$ cat src/rtl/abbc_pkg.sv
// Package for the alpha bounding-box crop block: widths, limits, shared types.
// No dependencies; every other file imports it.
`default_nettype none

package abbc_pkg;

  localparam int unsigned CoordW  = 12;
  localparam int unsigned DimW    = 13;
  localparam int unsigned AlphaW  = 8;
  localparam int unsigned CfgIdxW = 2;
  localparam int unsigned MaxDim  = 4096;
  localparam int unsigned OutW    = 2 * CoordW + 2 * DimW;
  localparam int unsigned OutBytesW = ((OutW + 7) / 8) * 8;

  typedef logic [CoordW-1:0] coord_t;
  typedef logic [DimW-1:0]   dim_t;

  typedef enum logic [CfgIdxW-1:0] {
    CfgWidth  = 2'd0,
    CfgHeight = 2'd1
  } cfg_idx_e;

  // Inclusive box of opaque pixels; all zero when no opaque pixel was seen.
  typedef struct packed {
    coord_t x0;
    coord_t x1;
    coord_t y0;
    coord_t y1;
  } box_t;

  // Last column and last row of the image.
  typedef struct packed {
    coord_t wd_m1;
    coord_t ht_m1;
  } lim_t;

  typedef struct packed {
    dim_t   h;
    dim_t   w;
    coord_t y;
    coord_t x;
  } crop_t;

  function automatic coord_t last_index(input dim_t v);
    coord_t r;
    r = '0;
    if (v == '0) begin
      r = '0;
    end else if (v > dim_t'(MaxDim)) begin
      r = coord_t'(MaxDim - 1);
    end else begin
      r = coord_t'(v - dim_t'(1));
    end
    return r;
  endfunction

endpackage

`default_nettype wire

$ cat src/rtl/abbc_crop_adjust.sv
// Margin and even-crop adjustment of the final box, with the result register.
// Depends on abbc_pkg.
`default_nettype none

module abbc_crop_adjust (
  input  wire logic          clk_i,
  input  wire logic          rst_ni,
  input  wire logic          box_valid_i,
  output logic               box_ready_o,
  input  wire abbc_pkg::box_t box_i,
  input  wire abbc_pkg::lim_t lim_i,
  output logic               crop_valid_o,
  input  wire logic          crop_ready_i,
  output abbc_pkg::crop_t    crop_o
);
  import abbc_pkg::*;

  typedef struct packed {
    coord_t lo;
    dim_t   len;
  } span_t;

  function automatic span_t axis_crop(input coord_t lo, input coord_t hi, input coord_t lm1);
    coord_t lo1, hi1, lo2, hi2;
    logic   odd;
    span_t  s;
    lo1 = (lo != '0) ? coord_t'(lo - coord_t'(1)) : '0;
    hi1 = (hi < lm1) ? coord_t'(hi + coord_t'(1)) : hi;
    // (limit - len) odd: limit parity is ~lm1[0], len parity is ~(hi1[0]^lo1[0])
    odd = lm1[0] ^ hi1[0] ^ lo1[0];
    lo2 = lo1;
    hi2 = hi1;
    if (odd) begin
      if (lo1 != '0) begin
        lo2 = coord_t'(lo1 - coord_t'(1));
      end else begin
        hi2 = coord_t'(hi1 + coord_t'(1));
      end
    end
    s.lo  = lo2;
    s.len = dim_t'({1'b0, hi2} - {1'b0, lo2} + dim_t'(1));
    return s;
  endfunction

  logic  s2_valid_q, s2_valid_d;
  box_t  s2_box_q;
  logic  out_valid_q, out_valid_d;
  crop_t out_q, out_d;
  logic  s2_move;
  span_t sx, sy;

  assign s2_move     = s2_valid_q && (!out_valid_q || crop_ready_i);
  assign box_ready_o = !s2_valid_q || s2_move;

  always_comb begin
    sx = axis_crop(s2_box_q.x0, s2_box_q.x1, lim_i.wd_m1);
    sy = axis_crop(s2_box_q.y0, s2_box_q.y1, lim_i.ht_m1);
    out_d.x = sx.lo;
    out_d.w = sx.len;
    out_d.y = sy.lo;
    out_d.h = sy.len;
  end

  always_comb begin
    s2_valid_d = s2_valid_q;
    if (box_valid_i && box_ready_o) begin
      s2_valid_d = 1'b1;
    end else if (s2_move) begin
      s2_valid_d = 1'b0;
    end
    out_valid_d = out_valid_q;
    if (s2_move) begin
      out_valid_d = 1'b1;
    end else if (crop_ready_i) begin
      out_valid_d = 1'b0;
    end
  end

  always_ff @(posedge clk_i or negedge rst_ni) begin
    if (!rst_ni) begin
      s2_valid_q  <= 1'b0;
      out_valid_q <= 1'b0;
    end else begin
      s2_valid_q  <= s2_valid_d;
      out_valid_q <= out_valid_d;
    end
  end

  always_ff @(posedge clk_i) begin
    if (box_valid_i && box_ready_o) begin
      s2_box_q <= box_i;
    end
    if (s2_move) begin
      out_q <= out_d;
    end
  end

  assign crop_valid_o = out_valid_q;
  assign crop_o       = out_q;

endmodule

`default_nettype wire

$ cat src/rtl/alpha_bounding_box_crop.sv
// The box of an image moves from the pixel stage to the box register, then to the result register.
// Throughput: one pixel beat per cycle; the input stalls only when the pixel
// register holds the last pixel of an image while the box and result registers are full and m_axis_tready is low.
// Reset: all valid flags, position and box cleared; width and height read as 1.
// Top level: pixel register, position counters and running min/max box.
// Depends on abbc_pkg and abbc_crop_adjust.
`default_nettype none

module alpha_bounding_box_crop (
  input  wire logic                            clk_i,
  input  wire logic                            rst_ni,
  input  wire logic                            s_axis_tvalid,
  output logic                                 s_axis_tready,
  input  wire logic [7:0]                      s_axis_tdata,   // [7:0] alpha
  output logic                                 m_axis_tvalid,
  input  wire logic                            m_axis_tready,
  // [11:0] crop_x, [23:12] crop_y, [36:24] crop_w, [49:37] crop_h, [55:50] zero
  output logic [abbc_pkg::OutBytesW-1:0]       m_axis_tdata,
  input  wire logic                            cfg_we_i,
  input  wire logic [abbc_pkg::CfgIdxW-1:0]    cfg_idx_i,
  input  wire logic [abbc_pkg::DimW-1:0]       cfg_data_i
);
  import abbc_pkg::*;

  logic              s1_valid_q, s1_valid_d;
  logic [AlphaW-1:0] s1_alpha_q;
  lim_t              lim_q, lim_d;
  coord_t            col_q, col_d, row_q, row_d;
  box_t              box_q, box_d;
  logic              seen_q, seen_d;
  logic              restart;
  logic              s1_last, s1_fire, opaque;
  logic              adj_ready;
  crop_t             crop;

  assign s1_last       = (col_q >= lim_q.wd_m1) && (row_q >= lim_q.ht_m1);
  assign s1_fire       = s1_valid_q && (!s1_last || adj_ready);
  assign s_axis_tready = !s1_valid_q || s1_fire;
  assign opaque        = (s1_alpha_q != '0);

  always_comb begin
    lim_d   = lim_q;
    restart = 1'b0;
    if (cfg_we_i) begin
      case (cfg_idx_e'(cfg_idx_i))
        CfgWidth: begin
          lim_d.wd_m1 = last_index(cfg_data_i);
          restart     = 1'b1;
        end
        CfgHeight: begin
          lim_d.ht_m1 = last_index(cfg_data_i);
          restart     = 1'b1;
        end
        default: begin
          restart = 1'b0;
        end
      endcase
    end
  end

  // Box including the current pixel, and the next position; the box feeds both the state and the adjust stage.
  always_comb begin
    box_d  = box_q;
    seen_d = seen_q;
    if (opaque) begin
      seen_d = 1'b1;
      if (!seen_q) begin
        box_d.x0 = col_q;
        box_d.x1 = col_q;
        box_d.y0 = row_q;
        box_d.y1 = row_q;
      end else begin
        if (col_q < box_q.x0) box_d.x0 = col_q;
        if (col_q > box_q.x1) box_d.x1 = col_q;
        if (row_q < box_q.y0) box_d.y0 = row_q;
        if (row_q > box_q.y1) box_d.y1 = row_q;
      end
    end
    if (col_q >= lim_q.wd_m1) begin
      col_d = '0;
      row_d = coord_t'(row_q + coord_t'(1));
    end else begin
      col_d = coord_t'(col_q + coord_t'(1));
      row_d = row_q;
    end
  end

  always_comb begin
    s1_valid_d = s1_valid_q;
    if (s_axis_tvalid && s_axis_tready) begin
      s1_valid_d = 1'b1;
    end else if (s1_fire) begin
      s1_valid_d = 1'b0;
    end
  end

  always_ff @(posedge clk_i or negedge rst_ni) begin
    if (!rst_ni) begin
      s1_valid_q <= 1'b0;
      lim_q      <= '0;
      col_q      <= '0;
      row_q      <= '0;
      box_q      <= '0;
      seen_q     <= 1'b0;
    end else begin
      s1_valid_q <= s1_valid_d;
      lim_q      <= lim_d;
      if (restart || (s1_fire && s1_last)) begin
        col_q  <= '0;
        row_q  <= '0;
        box_q  <= '0;
        seen_q <= 1'b0;
      end else if (s1_fire) begin
        col_q  <= col_d;
        row_q  <= row_d;
        box_q  <= box_d;
        seen_q <= seen_d;
      end
    end
  end

  always_ff @(posedge clk_i) begin
    if (s_axis_tvalid && s_axis_tready) begin
      s1_alpha_q <= s_axis_tdata;
    end
  end

  abbc_crop_adjust u_adjust (
    .clk_i        (clk_i),
    .rst_ni       (rst_ni),
    .box_valid_i  (s1_valid_q && s1_last),
    .box_ready_o  (adj_ready),
    .box_i        (box_d),
    .lim_i        (lim_q),
    .crop_valid_o (m_axis_tvalid),
    .crop_ready_i (m_axis_tready),
    .crop_o       (crop)
  );

  assign m_axis_tdata = {{(OutBytesW - OutW){1'b0}}, crop.h, crop.w, crop.y, crop.x};

endmodule

`default_nettype wire

$ cat config.mk
export PLATFORM = sky130hd
export DESIGN_NAME = alpha_bounding_box_crop
export DESIGN_NICKNAME = d
export VERILOG_FILES = /design/src/rtl/abbc_pkg.sv /design/src/rtl/abbc_crop_adjust.sv /design/src/rtl/alpha_bounding_box_crop.sv
export SDC_FILE = /design/constraint.sdc
export NUM_CORES = 1
export LEC_CHECK = 0
export ABC_CLOCK_PERIOD_IN_PS = 5250
export BUFFER_PORTS_ARGS = -buffer_cell sky130_fd_sc_hd__buf_2
export CORE_UTILIZATION = 50
export CTS_CLUSTER_SIZE = 14
export DETAILED_ROUTE_END_ITERATION = 12
export GPL_TIMING_DRIVEN = 1
export PLACE_DENSITY = 0.7
export SLEW_MARGIN = 40
export SYNTH_ARGS = -nofsm -noshare
export SYNTH_HDL_FRONTEND = slang
export SYNTH_SLANG_ARGS = --single-unit
$ cat constraint.sdc
create_clock -name clk_i -period 5.25 [get_ports clk_i]
set_input_delay 0.525 -clock clk_i [delete_from_list [all_inputs] [get_ports clk_i]]
set_output_delay 0.525 -clock clk_i [all_outputs]
set_load 0.01 [all_outputs]
==> flow_summary_export.csv, run 1 <==
group,metric,value,unit
finish,final_util,58.4,%
sta,fmax,198,MHz
critical_path,max_stage_delay,410,ps
finish,final_cells,2065,
placement,place_hpwl,26.6,mm
sta,hold_viol_final,0,
critical_path,path_cells,"inv_1 > ha_1 > nor2b_1 > and4_1 > or2_2 > ha_1 > and2_1 > a32o_1 > nand2_2 > nand2_1 > mux2i_2 > ha_1 > inv_1 > ha_1 > fa_1 > a21o_1 > a21oi_2 > o21bai_1 > a21oi_2 > o21bai_1 > a21oi_2 > nor3_1 > a311o_1",
pwr,pwr-share-seq,39.6,%
drt,ant_nets,0,
drt,first_iter_violations,914,
pwr,p_per_area,275,mW/mm2
logic_synthesis,ys_seq_area_share,38.3,%
drt,viasPerCell,5.85,
finish,diodes,0,
logic_synthesis,synth_cell_types,94,
critical_path,cp-start-kind,"flop",
critical_path,worst-endpoint-arrival,5330,ps
critical_path,r2r_slack,190,ps
floorplan,fp.dieH,174,um
floorplan,fp.dieW,174,um
grt,grt_pass1_vias,11500,
critical_path,critPathMaxFanout,5,
logic_synthesis,synth_seq_cells,206,
pwr,switching_power,1330,uW
logic_synthesis,synth_ff_type,"edfxtp_1",
logic_synthesis,postSynth.asyncResetShare,48.5,%
grt,grt_max_degree,52,
sta,finalMaxSlewViolations,0,
critical_path,crit_required,5520,ps
floorplan,ios,86,
sta,fin_crit,5060,ps
sta,max_slew_margin,45.7,%
finish,syn_to_final_growth,13.9,%
flow_run,drv_cap,0,
logic_synthesis,syn_area,0.0148,mm2
sta,period_share,96.3,%
placement,portBuffers,79,
pwr,switching_share,28.6,%
pwr,combPwrFrac,22.6,%
floorplan,dieArea,0.0304,mm2
drt,drt-total-wl,35.6,mm
sta,clock_skew,15.8,ps
cts,cts_tree,"built",
placement,placed_cells,2018,
critical_path,crit_top_cell,"ha_1",
grt,antenna_found_initial,0,
placement,dpl_cell_area,0.0160,mm2
grt,overflow,0,
finish,stdcell_area,0.0169,mm2
drt,firstDrtPassIters,5,
pwr,pwr-share-clk,37.8,%
finish,layout-drive-gt1-share,15.9,%
drt,wl_met3,1.88,mm
pwr,ir_worst_vdd,0.201,mV
cts,clock_path_buffers,3,
sta,setup_tns,0,ps
finish,nNetsFinal,1843,
cts,clk_latency,530,ps
pwr,internal_power,3320,uW
grt,grt_usage,23.6,%
critical_path,critPathCaptureType,"flop",
run_status,status,"finished clean",
logic_synthesis,synth_edf_count,106,
hold_path,worstHoldPathType,"in -> async",
cts,h-tree-depth,1,
drt,route.detailed.drc,0,
logic_synthesis,avgSynthCellArea,9.58,um2
logic_synthesis,yosysWarnings,0,
critical_path,slowest_stage,"fa_1",
drt,num_vias,12100,
cts,numCtsBuffers,24,
critical_path,critical_path_class,"reg -> reg",
sta,worst_pin_slew,811,ps
cts,root_buffer,"clkbuf_16",
sta,hold_ws,32.4,ps
drt,wl_met2,15.5,mm
sta,setup_viol_count_final,0,
floorplan,core.rowCount,62,
cts,cts_sinks,206,
placement,place_congestion,0.887,
drt,top_layer,"met4",
floorplan,start_util,51.3,%
grt,grt_first_pass_wirelength,58.3,mm
drt,wl_met1,17.6,mm
drt,drt-wirelength-per-cell,17.2,um
cts,clk_pin_slew,60,ps
pwr,leakage,0.00735,uW
floorplan,core,0.0289,mm2
logic_synthesis,syn-instance-count,1549,
-- placed cells by master, fill, tap and decap left out, types with 66 or more instances in the layout --
cell / count
buf_2: 78
buf_4: 69
dfrtp_1: 100
edfxtp_1: 106
ha_1: 150
inv_1: 111
nand2_1: 122
nor2_1: 95
o21ai_0: 114
xnor2_1: 66
-- cell type report --
class	instances	area [um2]
well taps	384	480
fillers	2464	12000
repair buffers	147	908
multi-input cells	1172	8570
clock inverters	2	60.1
clock buffers	42	782
flip-flops and latches	206	5690
inverters	112	420
-- cell usage after synthesis, types with 7 or more instances --
cell,count,share of area [%]
a21o_1,38,1.9
inv_1,112,2.8
ha_1,150,13
nand4_1,23,0.97
o211ai_1,8,0.40
nand2b_1,27,1.1
a32o_1,18,1.2
a31oi_1,7,0.29
and3_1,32,1.3
a22o_1,36,2.1
a211oi_1,10,0.51
xor2_1,22,1.3
clkbuf_1,49,1.2
or2_2,11,0.46
o21ai_0,116,3.9
nand2_1,124,3.1
o31ai_1,10,0.51
nand3_1,46,1.6
or3_1,7,0.29
xnor2_1,66,3.9
edfxtp_1,106,21
a21oi_1,71,2.4
dfrtp_1,100,17
buf_4,7,0.35
nor4_1,14,0.59
nor2_1,99,2.5
and2_1,11,0.46
nor3_1,32,1.1
o21a_1,7,0.35
mux2_2,32,2.4
nor2b_1,19,0.80
mux2i_1,12,0.81
-- registers in the layout, indices dropped and copies added, names as in the netlist, 8 cells and up --
signal             cells
lim_q                 24
s1_alpha_q             8
u_adjust.crop_o       50
box_q                 48
col_q                 12
row_q                 12
u_adjust.s2_box_q     48
-- per-layer routing --
metal	track usage, %	vias to the layer above
li1	-	5928
met2	36.3	326
met5	0	-
met4	5.41	0
met1	35.2	5778
met3	2.84	39
-- what timing repair did --
item,in CTS,in global routing
gates resized for setup,0,20
setup endpoints to repair,1,6
buffers inserted,1,2
hold buffers,0,0
-- metrics by stage --
| step | setup WS, ps | total power [uW] |
|---|---|---|
| after floorplan | 50.7 | 2590 |
| after global placement | 176 | 2860 |
| after detailed placement | 64.8 | 2890 |
| after CTS | 0.116 | 4650 |
| after global routing | -26.4 | 4890 |
| final | 193 | 4650 |
-- cell families (layout without fill, tap and decap cells) --
kind of cell    Yosys count  after routing  synth area share, %
simple gates            483            483                 16.9
compound gates          391            391                 17.8
flops                   206            206                 38.3
buf+inv                 176            303                 4.74
fa+ha+maj               154            154                 13.0
xor+xnor                 93             93                 5.87
mux                      45             45                 3.31
other cells               1              6               0.0253
-- critical path: cells and delay by family, from the launching register on --
kind / cells / cell delay (ps)
compound gates: 8 / 1530
fa+ha+maj: 5 / 1350
simple gates: 7 / 1210
flops: 1 / 360
mux: 1 / 200
buf+inv: 2 / 130
-- power by group through the flow --
stage	combinational, uW	clock, uW	sequential [uW]
floorplan	733	0	1860
global placement	987	0	1870
detailed placement	1020	0	1870
CTS	1030	1780	1840
global route	1180	1860	1850
finish	1050	1760	1840
-- worst paths after layout --
check | from | endpoint | depth (start not counted)
setup / recovery | u_adjust.s2_box_q[36] | u_adjust.crop_o[35] | 23
hold / removal | rst_ni | lim_q[6] | 1
setup reg to reg | u_adjust.s2_box_q[36] | u_adjust.crop_o[35] | 23
hold reg to reg | lim_q[22] | lim_q[22] | 2
max in group asynchronous | rst_ni | col_q[8] | 2
min in group clk_i | s_axis_tdata[1] | s1_alpha_q[1] | 1
No activity file was read; power rests on OpenSTA's default activity.
==> run 2: changes to the inputs <==
--- a/config.mk
+++ b/config.mk
@@ -8,6 +8,7 @@
 export ABC_CLOCK_PERIOD_IN_PS = 5250
 export BUFFER_PORTS_ARGS = -buffer_cell sky130_fd_sc_hd__buf_2
 export CORE_UTILIZATION = 50
+export CTS_BUF_LIST = sky130_fd_sc_hd__clkbuf_8
 export CTS_CLUSTER_SIZE = 14
 export DETAILED_ROUTE_END_ITERATION = 12
 export GPL_TIMING_DRIVEN = 1
==> run 2 against run 1 <==
Total power shrank 5.5%. Critical endpoint unchanged. Clock skew grew 17 ps. Cell area shrank 0.55%. First-iteration DRC count grew 7.2%. Highest routed layer unchanged. Critical path depth is the same.
==> flow_summary_export.csv, run 2 (same netlist as run 1, synthesis figures left out) <==
group,metric,value,unit
sta,layout_setup_ws,204,ps
grt,antenna_found_initial,0,
grt,grt_first_pass_wirelength,58.8,mm
cts,clk_latency,550,ps
pwr,internal_power,3040,uW
critical_path,critPathCaptureType,"flop",
cts,numCtsBuffers,39,
critical_path,path_delay_family,"compound AO/OA/AOI/OAI gates",
critical_path,critical_path_class,"reg -> reg",
drt,drt-total-wl,35.9,mm
pwr,pwr-share-seq,41.9,%
cts,cts_sinks,206,
pwr,switching_power,1350,uW
sta,finalMaxSlewViolations,0,
finish,largest_register_ffs,50,
sta,fmax,198,MHz
critical_path,cp-start-kind,"flop",
drt,route.detailed.drc,0,
placement,place_ws,64.8,ps
grt,grt-busiest-layer,"met2",
grt,grt_max_degree,52,
floorplan,dieArea,0.0304,mm2
floorplan,fp.dieH,174,um
cts,h-tree-depth,2,
sta,hold_viol_final,0,
grt,grt_usage,23.9,%
finish,final_cell_mix,"ha_1, inv_1, nand2_1, o21ai_0, edfxtp_1",
cts,clock_path_buffers,3,
placement,portBuffers,79,
pwr,ir_worst_vdd,0.168,mV
cts,root_buffer,"clkbuf_8",
grt,grt_pass1_vias,11600,
sta,max_slew_margin,45.4,%
floorplan,core.rowCount,62,
grt,use_met1,35.3,%
drt,viasPerCell,5.77,
critical_path,max_stage_delay,410,ps
critical_path,slowest_stage,"fa_1",
pwr,p_per_area,261,mW/mm2
placement,place_congestion,0.887,
flow_run,drv_cap,0,
critical_path,crit_required,5530,ps
placement,place_hpwl,26.6,mm
critical_path,critPathMaxFanout,5,
cts,cts_hold_buffers,0,
pwr,leakage,0.00740,uW
sta,worst_pin_slew,812,ps
hold_path,worstHoldPathType,"in -> async",
pwr,combPwrFrac,24.0,%
drt,drt-wirelength-per-cell,17.1,um
critical_path,path_cells,"inv_1 > ha_1 > nor2b_1 > and4_1 > or2_2 > ha_1 > and2_1 > a32o_1 > nand2_2 > nand2_1 > mux2i_2 > ha_1 > inv_1 > ha_1 > fa_1 > a21o_1 > a21oi_2 > o21bai_1 > a21oi_2 > o21bai_1 > a21oi_2 > nor3_1 > a311o_1",
drt,firstDrtPassIters,5,
critical_path,path_buf_inv,2,
grt,grt.met3_usage,2.89,%
finish,layout-drive-gt1-share,16.5,%
critical_path,worst-endpoint-arrival,5320,ps
drt,first_iter_violations,980,
sta,fin_crit,5050,ps
pwr,power,4390,uW
cts,cts_tree,"built",
pwr,switching_share,30.7,%
grt,gr-usage-met2,36.7,%
grt,overflow,0,
sta,clock_skew,32.8,ps
floorplan,start_util,51.3,%
floorplan,fp.dieW,174,um
run_status,status,"finished clean",
floorplan,core,0.0289,mm2
critical_path,crit_top_cell,"ha_1",
finish,stdcell_area,0.0168,mm2
placement,dpl_cell_area,0.0160,mm2
finish,syn_to_final_growth,13.2,%
cts,clk_pin_slew,60,ps
sta,setup_viol_count_final,0,
sta,period_share,96.1,%
drt,num_vias,12100,
pwr,pwr-share-clk,34.1,%
floorplan,ios,86,
finish,nNetsFinal,1858,
drt,ant_nets,0,
finish,layout_commonest_cell,"ha_1",
==> run 2: changes by cell type in the layout (fill, tap and decap cells not counted), sizes merged <==
cell    previous run  this run
clkinv             0         4
diode              0         1
clkbuf            42        45
inv              112       133
bufinv             2         1
==> run 2: path summary, 6_finish.rpt <==
check	startpoint	end	slack [ps]	cells after the start
worst max register to register	u_adjust.s2_box_q[36]	u_adjust.crop_o[35]	200	23
max in group asynchronous	rst_ni	box_q[14]	4080	2
worst min-delay path	rst_ni	lim_q[7]	10	1
worst max-delay path	u_adjust.s2_box_q[36]	u_adjust.crop_o[35]	200	23
worst min register to register	lim_q[15]	lim_q[15]	480	2
min in group clk_i	s_axis_tdata[5]	s1_alpha_q[5]	170	1
==> run 2: metal layers <==
layer	up-vias	routed length, um
met5	-	0
met4	0	633
met3	47	1750
met2	324	15800
met1	5757	17700
li1	5958	-
==> run 2: area by class of cell <==
type,instances,area [um2]
fill,2499,12100
multi-input combinational,1172,8570
sequential,206,5690
timing repair buffer,147,908
clock buffer,45,619
tap,384,480
inverter,112,420
clock inverter,26,126
antenna,1,2.50
==> run 2: metrics by stage <==
stage	hold slack [ps]	utilization (%)	setup TNS (ps)	instances
floorplan	229	-	0	1554
global route	61.2	58.1	-41.6	2092
finish	11.2	58.1	0	2093
detailed placement	475	55.2	0	2018
CTS	22.6	57.8	0	2090
global placement	467	55.1	0	2018
==> run 2: power by group through the flow <==
stage | Clock, uW | Sequential (uW) | Combinational, uW
5_1_grt | 1630 | 1850 | 1180
3_5_place_dp | 0 | 1870 | 1020
3_3_place_gp | 0 | 1870 | 987
2_1_floorplan | 0 | 1860 | 733
4_1_cts | 1550 | 1840 | 1030
6_report | 1500 | 1840 | 1050
==> run 2: worst register-to-register path: stages, from the launching register on <==
cell      delay (ps)
edfxtp_1         360
inv_1             90
ha_1             210
nor2b_1          170
and4_1           260
or2_2            340
ha_1             230
and2_1           140
a32o_1           300
nand2_2          120
nand2_1          120
mux2i_2          200
ha_1             290
inv_1             40
ha_1             210
fa_1             410
a21o_1           190
a21oi_2          170
o21bai_1          90
a21oi_2          180
o21bai_1         110
a21oi_2          170
nor3_1            70
a311o_1          320
==> run 2: what timing repair did <==
item | CTS | global route
gates resized for setup | 0 | 20
endpoints found under the setup margin | 1 | 6
buffers inserted | 1 | 2
